File: config.mk
export PLATFORM = sky130hd
export DESIGN_NAME = vlr_ctrl
export DESIGN_NICKNAME = d
export VERILOG_FILES = /design/src/rtl/core/vlr_pkg.sv /design/src/rtl/core/vlr_ctrl.sv
export SDC_FILE = /design/constraint.sdc
export NUM_CORES = 1
export LEC_CHECK = 0
export BUFFER_PORTS_ARGS = -buffer_cell sky130_fd_sc_hd__buf_2
export CORE_MARGIN = 2
export CORE_UTILIZATION = 30
export DETAILED_ROUTE_END_ITERATION = 8
export SETUP_SLACK_MARGIN = 0.3
export SLEW_MARGIN = 20
export SYNTH_ARGS = -nofsm -noshare
export SYNTH_HDL_FRONTEND = slang
export SYNTH_SLANG_ARGS = --single-unit
File: constraint.sdc
create_clock -name clk -period 1.35 [get_ports clk]
set_input_delay 0.2025 -clock clk [delete_from_list [all_inputs] [get_ports clk]]
set_output_delay 0.2025 -clock clk [all_outputs]
set_load 0.02 [all_outputs]
File: src/rtl/core/vlr_pkg.sv
// Shared types, codes and constants of the video line renderer.
`timescale 1ns / 1ps
package vlr_pkg;

  localparam int LINE_PIXELS    = 704;
  localparam int FRAME_LINES    = 240;
  localparam int SPRITE_COUNT   = 64;

  localparam int ACTIVE_FIRST   = 16;
  localparam int ACTIVE_END     = 216;
  localparam int TEXT_X_OFFSET  = 32;
  localparam int ACTIVE_WIDTH   = 640;
  localparam int TEXT_COLS_40   = 40;
  localparam int TEXT_COLS_80   = 80;
  localparam int BORDER_CHAR_40 = 'h3FF;
  localparam int BORDER_CHAR_80 = 'h7FF;
  localparam int BM_COLOR_BASE  = 'h2000;
  localparam int BM_PIXELS      = 320;
  localparam int TILES_PER_LINE = 41;
  localparam int GFX_LINE_DEPTH = 512;

  localparam logic [1:0] REQ_WRITE = 2'd0;
  localparam logic [1:0] REQ_LINE  = 2'd1;
  localparam logic [1:0] REQ_PIXEL = 2'd2;

  localparam logic [3:0] MEM_SCREEN   = 4'd0;
  localparam logic [3:0] MEM_COLOR    = 4'd1;
  localparam logic [3:0] MEM_CHAR     = 4'd2;
  localparam logic [3:0] MEM_VIDEO    = 4'd3;
  localparam logic [3:0] MEM_PALETTE  = 4'd4;
  localparam logic [3:0] MEM_SPR_X    = 4'd5;
  localparam logic [3:0] MEM_SPR_Y    = 4'd6;
  localparam logic [3:0] MEM_SPR_TILE = 4'd7;
  localparam logic [3:0] MEM_SPR_ATTR = 4'd8;

  localparam logic [1:0] GFX_NONE = 2'd0;
  localparam logic [1:0] GFX_BM1  = 2'd1;
  localparam logic [1:0] GFX_TILE = 2'd2;
  localparam logic [1:0] GFX_BM4  = 2'd3;

  localparam logic [2:0] REG_GFX_MODE      = 3'd0;
  localparam logic [2:0] REG_TEXT_ENABLE   = 3'd1;
  localparam logic [2:0] REG_TEXT_OVER_GFX = 3'd2;
  localparam logic [2:0] REG_EIGHTY_COLS   = 3'd3;
  localparam logic [2:0] REG_REMAP_BORDER  = 3'd4;
  localparam logic [2:0] REG_SPRITE_ENABLE = 3'd5;
  localparam logic [2:0] REG_SCROLL_X      = 3'd6;
  localparam logic [2:0] REG_SCROLL_Y      = 3'd7;

  typedef enum logic [4:0] {
    ST_IDLE,
    ST_PX_A,
    ST_PX_B,
    ST_PX_C,
    ST_PX_OUT,
    ST_BM_RD1,
    ST_BM_RD2,
    ST_BM_WR,
    ST_TL_LO,
    ST_TL_HI,
    ST_TL_ATT,
    ST_TL_RD,
    ST_TL_WR,
    ST_SP_RD,
    ST_SP_CHK,
    ST_SP_PRD,
    ST_SP_PWR
  } vlr_state_t;

  typedef struct packed {
    logic [1:0] gfx_mode;
    logic       text_enable;
    logic       text_over_gfx;
    logic       eighty_columns;
    logic       remap_border;
    logic       sprite_enable;
    logic [8:0] scroll_x;
    logic [7:0] scroll_y;
  } vlr_cfg_t;

  typedef struct packed {
    logic       accept;
    vlr_state_t phase;
  } vlr_cmd_t;

  typedef struct packed {
    logic px_go;
    logic build_go;
    logic tile_mode;
    logic spr_en;
    logic out_free;
    logic bm_last;
    logic tl_px_last;
    logic tl_last;
    logic sp_hit;
    logic sp_last;
    logic sp_px_last;
  } vlr_status_t;

endpackage

File: src/rtl/core/vlr_ctrl.sv
// Sequencer of the renderer: pixel lookup, line build and sprite passes.
`timescale 1ns / 1ps
module vlr_ctrl (
  input  logic                clk,
  input  logic                rst,
  input  logic                s_tvalid,
  input  vlr_pkg::vlr_status_t status,
  output logic                s_tready,
  output vlr_pkg::vlr_cmd_t   cmd
);
  import vlr_pkg::*;

  vlr_state_t state, state_next;
  vlr_state_t after_gfx;

  always_ff @(posedge clk) begin
    if (rst) begin
      state <= ST_IDLE;
    end else begin
      state <= state_next;
    end
  end

  always_comb begin
    after_gfx  = status.spr_en ? ST_SP_RD : ST_IDLE;
    s_tready   = (state == ST_IDLE);
    cmd.accept = s_tvalid && s_tready;
    cmd.phase  = state;
    state_next = state;
    case (state)
      ST_IDLE: begin
        if (cmd.accept) begin
          if (status.px_go) begin
            state_next = ST_PX_A;
          end else if (status.build_go) begin
            state_next = status.tile_mode ? ST_TL_LO : ST_BM_RD1;
          end
        end
      end
      ST_PX_A:   state_next = ST_PX_B;
      ST_PX_B:   state_next = ST_PX_C;
      ST_PX_C:   state_next = ST_PX_OUT;
      ST_PX_OUT: begin
        if (status.out_free) begin
          state_next = ST_IDLE;
        end
      end
      ST_BM_RD1: state_next = ST_BM_RD2;
      ST_BM_RD2: state_next = ST_BM_WR;
      ST_BM_WR:  state_next = status.bm_last ? after_gfx : ST_BM_RD1;
      ST_TL_LO:  state_next = ST_TL_HI;
      ST_TL_HI:  state_next = ST_TL_ATT;
      ST_TL_ATT: state_next = ST_TL_RD;
      ST_TL_RD:  state_next = ST_TL_WR;
      ST_TL_WR: begin
        if (!status.tl_px_last) begin
          state_next = ST_TL_RD;
        end else begin
          state_next = status.tl_last ? after_gfx : ST_TL_LO;
        end
      end
      ST_SP_RD:  state_next = ST_SP_CHK;
      ST_SP_CHK: begin
        if (status.sp_hit) begin
          state_next = ST_SP_PRD;
        end else begin
          state_next = status.sp_last ? ST_IDLE : ST_SP_RD;
        end
      end
      ST_SP_PRD: state_next = ST_SP_PWR;
      ST_SP_PWR: begin
        if (!status.sp_px_last) begin
          state_next = ST_SP_PRD;
        end else begin
          state_next = status.sp_last ? ST_IDLE : ST_SP_RD;
        end
      end
      default:   state_next = ST_IDLE;
    endcase
  end

endmodule

Yosys cells after proc, flatten, opt, wreduce, memory -nomap -nowiden
Cells that the tools add are included.
- word-level logic and storage cells: 36
- input bits: 14
- flip-flop bits (word level): 5
- output and inout port bits: 7
- reductions and logical operators: 3
- muxes and demuxes: 13
- equality and inequality tests: 19
- operators by type and width (kind ; count):
    5-bit one-hot mux with 17 select lines ; 1
    5-bit by 4-bit == test with 1-bit output (second input constant) ; 8
    4-bit 2-to-1 mux ; 8
    5-bit by 3-bit == test with 1-bit output (second input constant) ; 4
    5-bit 2-to-1 mux ; 4
    5-bit by 2-bit == test with 1-bit output (second input constant) ; 2
    5-bit by 1-bit == test with 1-bit output (second input constant) ; 1
    5-bit == test (second input constant) ; 1
    5-bit zero test ; 1
    3-bit inequality test (second input constant) ; 1
    3-bit AND reduction ; 1
    2-bit by 1-bit inequality test with 1-bit output (second input constant) ; 1
    2-bit inequality test (second input constant) ; 1
    1-bit logical AND ; 1

Depth between registers and ports, before layout
Gate-level depths: netlist of run 1.
- depth in word-level cells: 5
- depth in mapped cells: 6
- mapped depth without buffers: 4

Worst setup path after synthesis of run 1
Ideal clock, no wire load.
- kind: reg2reg
- from: register state[0]
- to: register state[0]
- data required time: 1.276 ns
- slack: -0.247 ns
- stages on the path, launching flop included: 6
- setup time: 0.074 ns
- period minus slack after synthesis: 1.597 ns
- buffers on the path: 1
- arrival: 1.523 ns
- path through: dfxtp_1 > buf_2 > or3_1 > nor2_1 > a211oi_1 > a31oi_1
- longest elaborated chain between the ends: 4
- elaborated cells on any way between the ends: 23
- classes of those cells: eq/ne: 19; mux: 1; reduce/logical: 3
- ends and longest elaborated chain (item ; line ; text):
    from (decl) ; vlr_ctrl.sv:13 ; vlr_state_t state, state_next;
    from (signal assigned) ; vlr_ctrl.sv:20 ; state <= state_next;
    5-bit zero test (*) ; vlr_ctrl.sv:26 ; s_tready = (state == ST_IDLE);
    net s_tready ; vlr_ctrl.sv:8 ; output logic s_tready,
    1-bit logical AND ; vlr_ctrl.sv:27 ; cmd.accept = s_tvalid && s_tready;
    2-bit by 1-bit inequality test with 1-bit output (no line) ; -- ;
    3-bit AND reduction (no line) ; -- ;
Mark *: on every way through the listed nets, which the timed path passes. The rest lies on a longest branch.
A chain may end at the register's enable or synchronous reset.

Final worst setup path of run 1
- from: register state[2]
- to: register state[3]
- longest elaborated chain between the ends: 4
- elaborated cells on any way between the ends: 23
- classes of those cells: eq/ne: 19; mux: 1; reduce/logical: 3
- ends and longest elaborated chain (item ; line):
    5-bit zero test ; vlr_ctrl.sv:26, vlr_ctrl.sv:30
    1-bit logical AND ; vlr_ctrl.sv:27
    2-bit by 1-bit inequality test with 1-bit output (no line) ; --
    3-bit AND reduction (no line) ; --
Several ways; a longest one is shown, not always the timed one.

==> results of run 1 <==
synthesized netlist by cell type, types with 2 or more instances:
library cell / n / share of area
a21oi_1: 4 / 0.035
a31oi_1: 2 / 0.022
buf_2: 5 / 0.043
dfxtp_1: 5 / 0.17
inv_1: 3 / 0.020
nand2_1: 7 / 0.046
nand2b_1: 6 / 0.065
nand3_1: 2 / 0.017
nor2_1: 5 / 0.033
nor2b_1: 4 / 0.043
nor3_1: 5 / 0.043
nor4_1: 5 / 0.054
nor4b_1: 2 / 0.030
o21ai_0: 4 / 0.035
o21bai_1: 2 / 0.026
logic make-up (layout without fill, tap and decap cells):
family	after synthesis	in the layout	synth area share
simple gates	43	43	0.428
compound gates	24	24	0.322
buf+inv	10	62	0.0761
flops	5	5	0.174
power by group through the flow:
stage          Combinational (mW)  Sequential, mW  Clock, mW
2_1_floorplan               0.666           0.291          0
3_3_place_gp                 1.05           0.248          0
3_5_place_dp                 1.05           0.249          0
4_1_cts                      1.57           0.261      0.183
5_1_grt                      2.02           0.283      0.194
6_report                     1.89           0.279      0.182
final timing paths:
check / start / endpoint / slack, ns / cells past startpoint
setup / recovery: state[2] / state[3] / -0.21 / 4
hold / removal: rst / state[1] / 0.18 / 2
setup reg to reg: state[2] / state[3] / -0.21 / 4
hold reg to reg: state[0] / state[4] / 0.72 / 3
cells in the final DEF (no fill, tap or decap), types with 4 or more instances in the layout:
master    instances
nor4_1            4
nor2b_1           4
buf_6            18
buf_4            23
nand2b_1          4
nand2_1           7
buf_2            13
metrics by stage:
stage                      util  setup TNS [ns]  area [um2]  hold WS [ns]  setup slack (ns)
after floorplan               -          -0.255         611         0.263            -0.113
after global placement    0.449          -0.395         792         0.431            -0.142
after detailed placement  0.449          -0.429         792         0.433            -0.158
after CTS                 0.598          -0.707        1050         0.168            -0.177
after global routing      0.681           -1.32        1200         0.183            -0.297
final                     0.681          -0.912        1200         0.184            -0.206
worst reg2reg max path, stage by stage, from the launching register on:
cell and delay (ns):
dfxtp_2 0.32, or4b_4 0.55, a211oi_4 0.31, nor2_1 0.09, a41oi_1 0.19
routing by layer:
layer | global-route usage | vias to the layer above | routed length (um)
li1 | - | 420 | -
met1 | 0.267 | 424 | 1070
met2 | 0.371 | 44 | 1330
met3 | 0.0415 | 10 | 132
met4 | 0.114 | 0 | 98
met5 | 0 | - | 0
timing repair:
item	in CTS	in global routing
endpoints found under the setup margin	11	12
resized for setup	32	19
pin swaps	5	10
setup buffers	15	7
final cells by class:
class | count | area share
multi-input cells | 67 | 0.467
flip-flops and latches | 5 | 0.0927
clock buffers | 4 | 0.0219
repair buffers | 55 | 0.383
inverters | 3 | 0.00938
well taps | 25 | 0.0260
==> results.cfg, run 1 <==
[grt]
grt_pass1_vias = 787
grt.total_usage = 0.221
grt_pass1_wl_um = 3510
antenna_found_initial = 0
grt_max_degree = 14
overflow = 0

[finish]
regArea_um2 = 111
syn_to_final_growth_pct = 109
largest_register_ffs = 5
final_cells = 159
regMostFlops = state
nets = 149
num_antenna_cells = 0
drive_gt1_frac = 0.627
fillers = 151
reg.largest.list = state x5
multi_input_area_um2 = 561

[placed_design]
gp_congestion = 0.890
hpwl_um = 1370
io_buffer_count = 20
dp_cells = 133

[cts]
clock_path_buffers = 2
cts_hold_buf = 0
cts_max_level = 1
cts_root_buffer = clkbuf_4
cts_inserted_buffers = 3
clock_sinks = 5
cts_tree = done
clk_pin_slew_ns = 0.05
clock_latency_ns = 0.25

[timing]
grt_setup_unrepaired = yes
post-route-period-util = 1.15
timing.slew.headroom = 0.695
clock.fmax_mhz = 642
setup_violations = 6
hold_violations = 0
finalWorstSetupSlack_ns = -0.206
finalCriticalPeriod_ns = 1.56
tightest_slew_ns = 0.452
slew_violations = 0
fin_skew_ns = 0.00535

[die]
coreArea_um2 = 1760
chipWidth_um = 47.8
dieArea_um2 = 2280
num_io_pins = 21
start_util = 0.326
rows = 15
die_y_um = 47.8

[power_and_ir_drop]
clkPwrFrac = 0.078
ir_worst_vdd_uv = 1150
combPwrFrac = 0.804
power-per-cell-area_nw_per_um2 = 1950
switching_power_uw = 971
p_leak_nw = 0.490
p_int_mw = 1.38
seqPwrFrac = 0.119
switching_share = 0.414
power_mw = 2.35

[run_status]
status = complete, but fails checks
violations = negative setup slack

[hold_path]
min_path_type = in2reg

[detailed_routing]
dr.pass1.iters = 4
wirelength_um = 2630
num_vias = 898
ant_nets = 0
drcViolationCount = 0
wire_per_inst_um = 16.5
drt-vias-per-instance = 5.65
drtIter0Drc = 23

[critical_path]
crit_buf_inv = 0
cp-end-kind = register
crit_fanout = 3
path_class = reg2reg
critPathMaxStageDelay_ns = 0.55
cp_cell_sequence = or4b_4, a211oi_4, nor2_1, a41oi_1
critPathTopFamily = simple AND/OR/NAND/NOR gates
cp_slowest_cell = or4b_4
start_kind = register
worst-endpoint-arrival_ns = 1.71
critical_path_required_ns = 1.51

[yosys]
synth_seq_cells = 5
synthCells = 82
syn-num-nets = 96
synth.avg_cell_area_um2 = 7.02
synth.distinct_cells = 36
yosysSeqAreaShare = 0.174
async_flop_share = 0
synth-edff-count = 0
ys_warn_count = 0
ys.flop_type = dfxtp_1
synth_area_um2 = 576

[flow_run]
maxCapViolCount = 0
Power figures use the tool's default switching activity.
==> inputs of run 2 (changes only) <==
Clock period 1.35 ns to 1.8 ns, I/O delays scaled along.
==> run 2 against run 1 <==
The run now ends clean; non-clock buffer count shrank 21; power down 44%; count of clock-buffer cells in the layout did not move; global-route usage is 3.1 points lower; critical path depth unchanged; clock power down 26%; maximum frequency is 2.4% lower; critical endpoint is now state[2]; largest cell class unchanged.
==> results.cfg, run 2 (synthesis results as in run 1) <==
[grt]
grt.total_usage = 0.190
overflow = 0
grt_max_degree = 13
grt_pass1_wl_um = 2970
grt_pass1_vias = 662
antenna_found_initial = 0

[timing]
tightest_slew_ns = 0.512
setup_tns_ns = 0
slew_violations = 0
grt_setup_unrepaired = yes
finalCriticalPeriod_ns = 1.59
hold_violations = 0
finalWorstSetupSlack_ns = 0.206
timing.slew.headroom = 0.654
fin_skew_ns = 0.00708
post-route-period-util = 0.886
clock.fmax_mhz = 627
setup_violations = 0

[detailed_routing]
wirelength_um = 2180
wire_per_inst_um = 15.8
drtIter0Drc = 28
ant_nets = 0
num_vias = 799
dr.pass1.iters = 4
drt-vias-per-instance = 5.79
drcViolationCount = 0

[cts]
clk_pin_slew_ns = 0.04
cts_hold_buf = 0
cts_max_level = 1
clock_latency_ns = 0.25
clock_path_buffers = 2
cts_inserted_buffers = 3
clock_sinks = 5
cts_tree = done
cts_root_buffer = clkbuf_4

[finish]
regMostFlops = state
num_antenna_cells = 0
mostFrequentLayoutCell = buf_2
drive_gt1_frac = 0.496
largest_register_ffs = 5
final_cell_mix = buf_2, buf_4, nand2_1
reg.largest.list = state x5
syn_to_final_growth_pct = 62.2
nets = 128
utilization = 0.529

[die]
chipWidth_um = 47.8
num_io_pins = 21
start_util = 0.326
coreArea_um2 = 1760
die_y_um = 47.8
dieArea_um2 = 2280
rows = 15

[critical_path]
critPathMaxStageDelay_ns = 0.55
critPathTopFamily = simple AND/OR/NAND/NOR gates
path_class = reg2reg
critical_path_required_ns = 1.95
worst-endpoint-arrival_ns = 1.74
cp-end-kind = register
crit_fanout = 4
reg2reg_slack_ns = 0.21
cp_slowest_cell = or4b_4
cp_cell_sequence = or4b_4, a211oi_4, nor4_2, a311oi_2
start_kind = register
crit_buf_inv = 0

[placed_design]
dp_slack_ns = 0.189
gp_congestion = 0.853
hpwl_um = 1360
io_buffer_count = 20

[power_and_ir_drop]
power-per-cell-area_nw_per_um2 = 1420
p_leak_nw = 0.358
power_mw = 1.32
ir_worst_vdd_uv = 671

[hold_path]
min_path_type = in2reg

[run_status]
status = finished, final reports clean

[flow_run]
maxCapViolCount = 0
[run 2: cell types whose count changed in the layout (fill, tap and decap cells not counted), sizes merged]
cell,delta
buf,-21
[run 2: per-stage QoR]
step           std cells  hold slack [ns]  instance area (um2)
2_1_floorplan         82            0.330                  588
3_3_place_gp         124            0.479                  712
3_5_place_dp         124            0.487                  712
4_1_cts              136            0.227                  866
5_1_grt              138            0.224                  933
6_report             138            0.236                  933
[run 2: layout make-up]
class | count | area [um2]
Timing Repair Buffer | 34 | 225
Multi-Input combinational cell | 67 | 520
Tap cell | 25 | 31.3
Sequential cell | 5 | 119
Fill cell | 182 | 831
Inverter | 3 | 11.3
Clock buffer | 4 | 26.3
[run 2: final timing paths]
path | start | end | depth (start not counted)
worst min register to register | state[4] | state[1] | 3
worst max register to register | state[2] | state[2] | 4
worst min-delay path | rst | state[2] | 2
worst max-delay path | state[2] | state[2] | 4
[run 2: layer usage]
layer  share of wire  GRT usage  vias up
met5               0          0        -
met4           0.021     0.0757        0
met3           0.058     0.0604       10
met2            0.51      0.296       40
met1            0.41      0.242      379
li1                -          -      370
[run 2: power breakdown]
part | switching (mW) | internal [mW]
registers | 0.0639 | 0.160
logic | 0.506 | 0.462
clock network | 0.0499 | 0.0840
[run 2: repair_timing]
action,4_1_cts,5_1_grt
pin swaps,6,8
setup endpoints to repair,4,6
setup buffers,8,2
resized for setup,18,9
==> inputs of run 3 (changes only) <==
Settings changed: BUFFER_PORTS_ARGS -buffer_cell sky130_fd_sc_hd__buf_2 to unset, DONT_BUFFER_PORTS set to 1.
==> run 3 against run 2 <==
Combinational power decreased by 15%; cell area decreased by 13%; power decreased by 11%; sequential power about the same; register-to-register slack improved by 0.04 ns; first-iteration DRC count decreased by 79%; largest power group unchanged; utilization decreased by 6.7 points; count of clock-buffer cells in the layout unchanged; critical endpoint is now state[0].
==> results.cfg, run 3 (synthesis results as in run 1) <==
[grt]
overflow = 0
grt_pass1_vias = 631
grt_max_degree = 15
antenna_found_initial = 0
grt_pass1_wl_um = 2670
grt.total_usage = 0.166

[die]
dieArea_um2 = 2280
num_io_pins = 21
start_util = 0.326
coreArea_um2 = 1760
rows = 15
die_y_um = 47.8
chipWidth_um = 47.8

[detailed_routing]
drt-vias-per-instance = 5.97
wire_per_inst_um = 15.6
dr.pass1.iters = 4
drtIter0Drc = 6
wirelength_um = 1860
drcViolationCount = 0
num_vias = 711
ant_nets = 0

[cts]
cts_max_level = 1
cts_root_buffer = clkbuf_4
cts_tree = done
clock_sinks = 5
cts_hold_buf = 0
cts_inserted_buffers = 3
clk_pin_slew_ns = 0.05
clock_latency_ns = 0.24
clock_path_buffers = 2

[timing]
slew_violations = 0
clock.fmax_mhz = 642
timing.slew.headroom = 0.735
hold_ws_ns = 0.0811
setup_violations = 0
setup_tns_ns = 0
tightest_slew_ns = 0.397
finalCriticalPeriod_ns = 1.56
hold_violations = 0
post-route-period-util = 0.865
grt_setup_unrepaired = yes
fin_skew_ns = 0.00238

[finish]
drive_gt1_frac = 0.362
regMostFlops = state
reg.largest.list = state x5
largest_register_ffs = 5
mostFrequentLayoutCell = buf_4
nets = 109
syn_to_final_growth_pct = 41.7
num_antenna_cells = 0
utilization = 0.462
final_cell_mix = buf_4, nand2_1, nand2b_1

[placed_design]
gp_congestion = 0.817
hpwl_um = 1290
io_buffer_count = 0

[critical_path]
path_class = reg2reg
critPathMaxStageDelay_ns = 0.55
cp_slowest_cell = or4b_4
worst-endpoint-arrival_ns = 1.70
rr_endpoint = state[0]
critical_path_required_ns = 1.95
reg2reg_slack_ns = 0.24
cp-end-kind = register
reg2reg_from = state[3]
cp_cell_sequence = or4b_4, a211oi_4, a211oi_1, a31oi_1
worst_r2r_path_depth = 4
crit_fanout = 5
start_kind = register

[hold_path]
holdPathStages = 1
min_from = rst
whs_endpoint = state[2]
min_path_type = in2reg

[power_and_ir_drop]
p_leak_nw = 0.274
power-per-cell-area_nw_per_um2 = 1450
ir_worst_vdd_uv = 808

[run_status]
status = finished, final reports clean

[flow_run]
maxCapViolCount = 0
[run 3: layout make-up]
class	count	area, um2
fill	183	948
multi-input combinational	67	502
timing repair buffer	15	126
sequential	5	119
tap	25	31.3
clock buffer	4	26.3
inverter	3	11.3
[run 3: report_power, final]
part | internal (mW) | switching (mW) | total [mW] | leakage, nW
Sequential | 0.159 | 0.0651 | 0.225 | 0.0445
Combinational | 0.379 | 0.443 | 0.822 | 0.215
Clock | 0.0842 | 0.0517 | 0.136 | 0.0150
[run 3: critical path: cells and delay by family (launching register included)]
kind,cells,cell delay [ns]
AO/OA/AOI/OAI,3,0.56
AND/OR/NAND/NOR,1,0.55
flip-flops,1,0.36
[run 3: how the worst max path moves through the flow]
stage | startpoint | end | slack [ns] | cells past startpoint
finish | state[3] | state[0] | 0.24 | 4
floorplan | state[0] | state[0] | 0.32 | 5
CTS | state[0] | cmd[5] | 0.26 | 3
detailed placement | state[1] | state[2] | 0.20 | 4
global placement | state[1] | state[2] | 0.21 | 4
global route | state[3] | state[2] | 0.25 | 4
[run 3: repair_timing]
action	4_1_cts	5_1_grt
resized for setup	17	6
gates cloned	0	0
pin swaps	6	3
setup buffers	5	2
endpoints found under the setup margin	5	5
[run 3: stage by stage]
| step | area (um2) | setup WS (ns) | cells | power, mW |
|---|---|---|---|---|
| final | 816 | 0.243 | 119 | 1.18 |
| after global routing | 816 | 0.248 | 119 | 1.26 |
| after detailed placement | 642 | 0.204 | 108 | 0.827 |
| after CTS | 778 | 0.263 | 117 | 1.12 |
| after global placement | 642 | 0.212 | 108 | 0.817 |
| after floorplan | 588 | 0.315 | 82 | 0.679 |
[run 3: per-layer routing]
layer  share of wire  track usage  vias to the layer above
met5               0            0                        -
met1            0.42        0.236                      331
met4          0.0086       0.0541                        0
li1                -            -                      337
met2            0.47        0.248                       41
met3            0.10       0.0377                        2
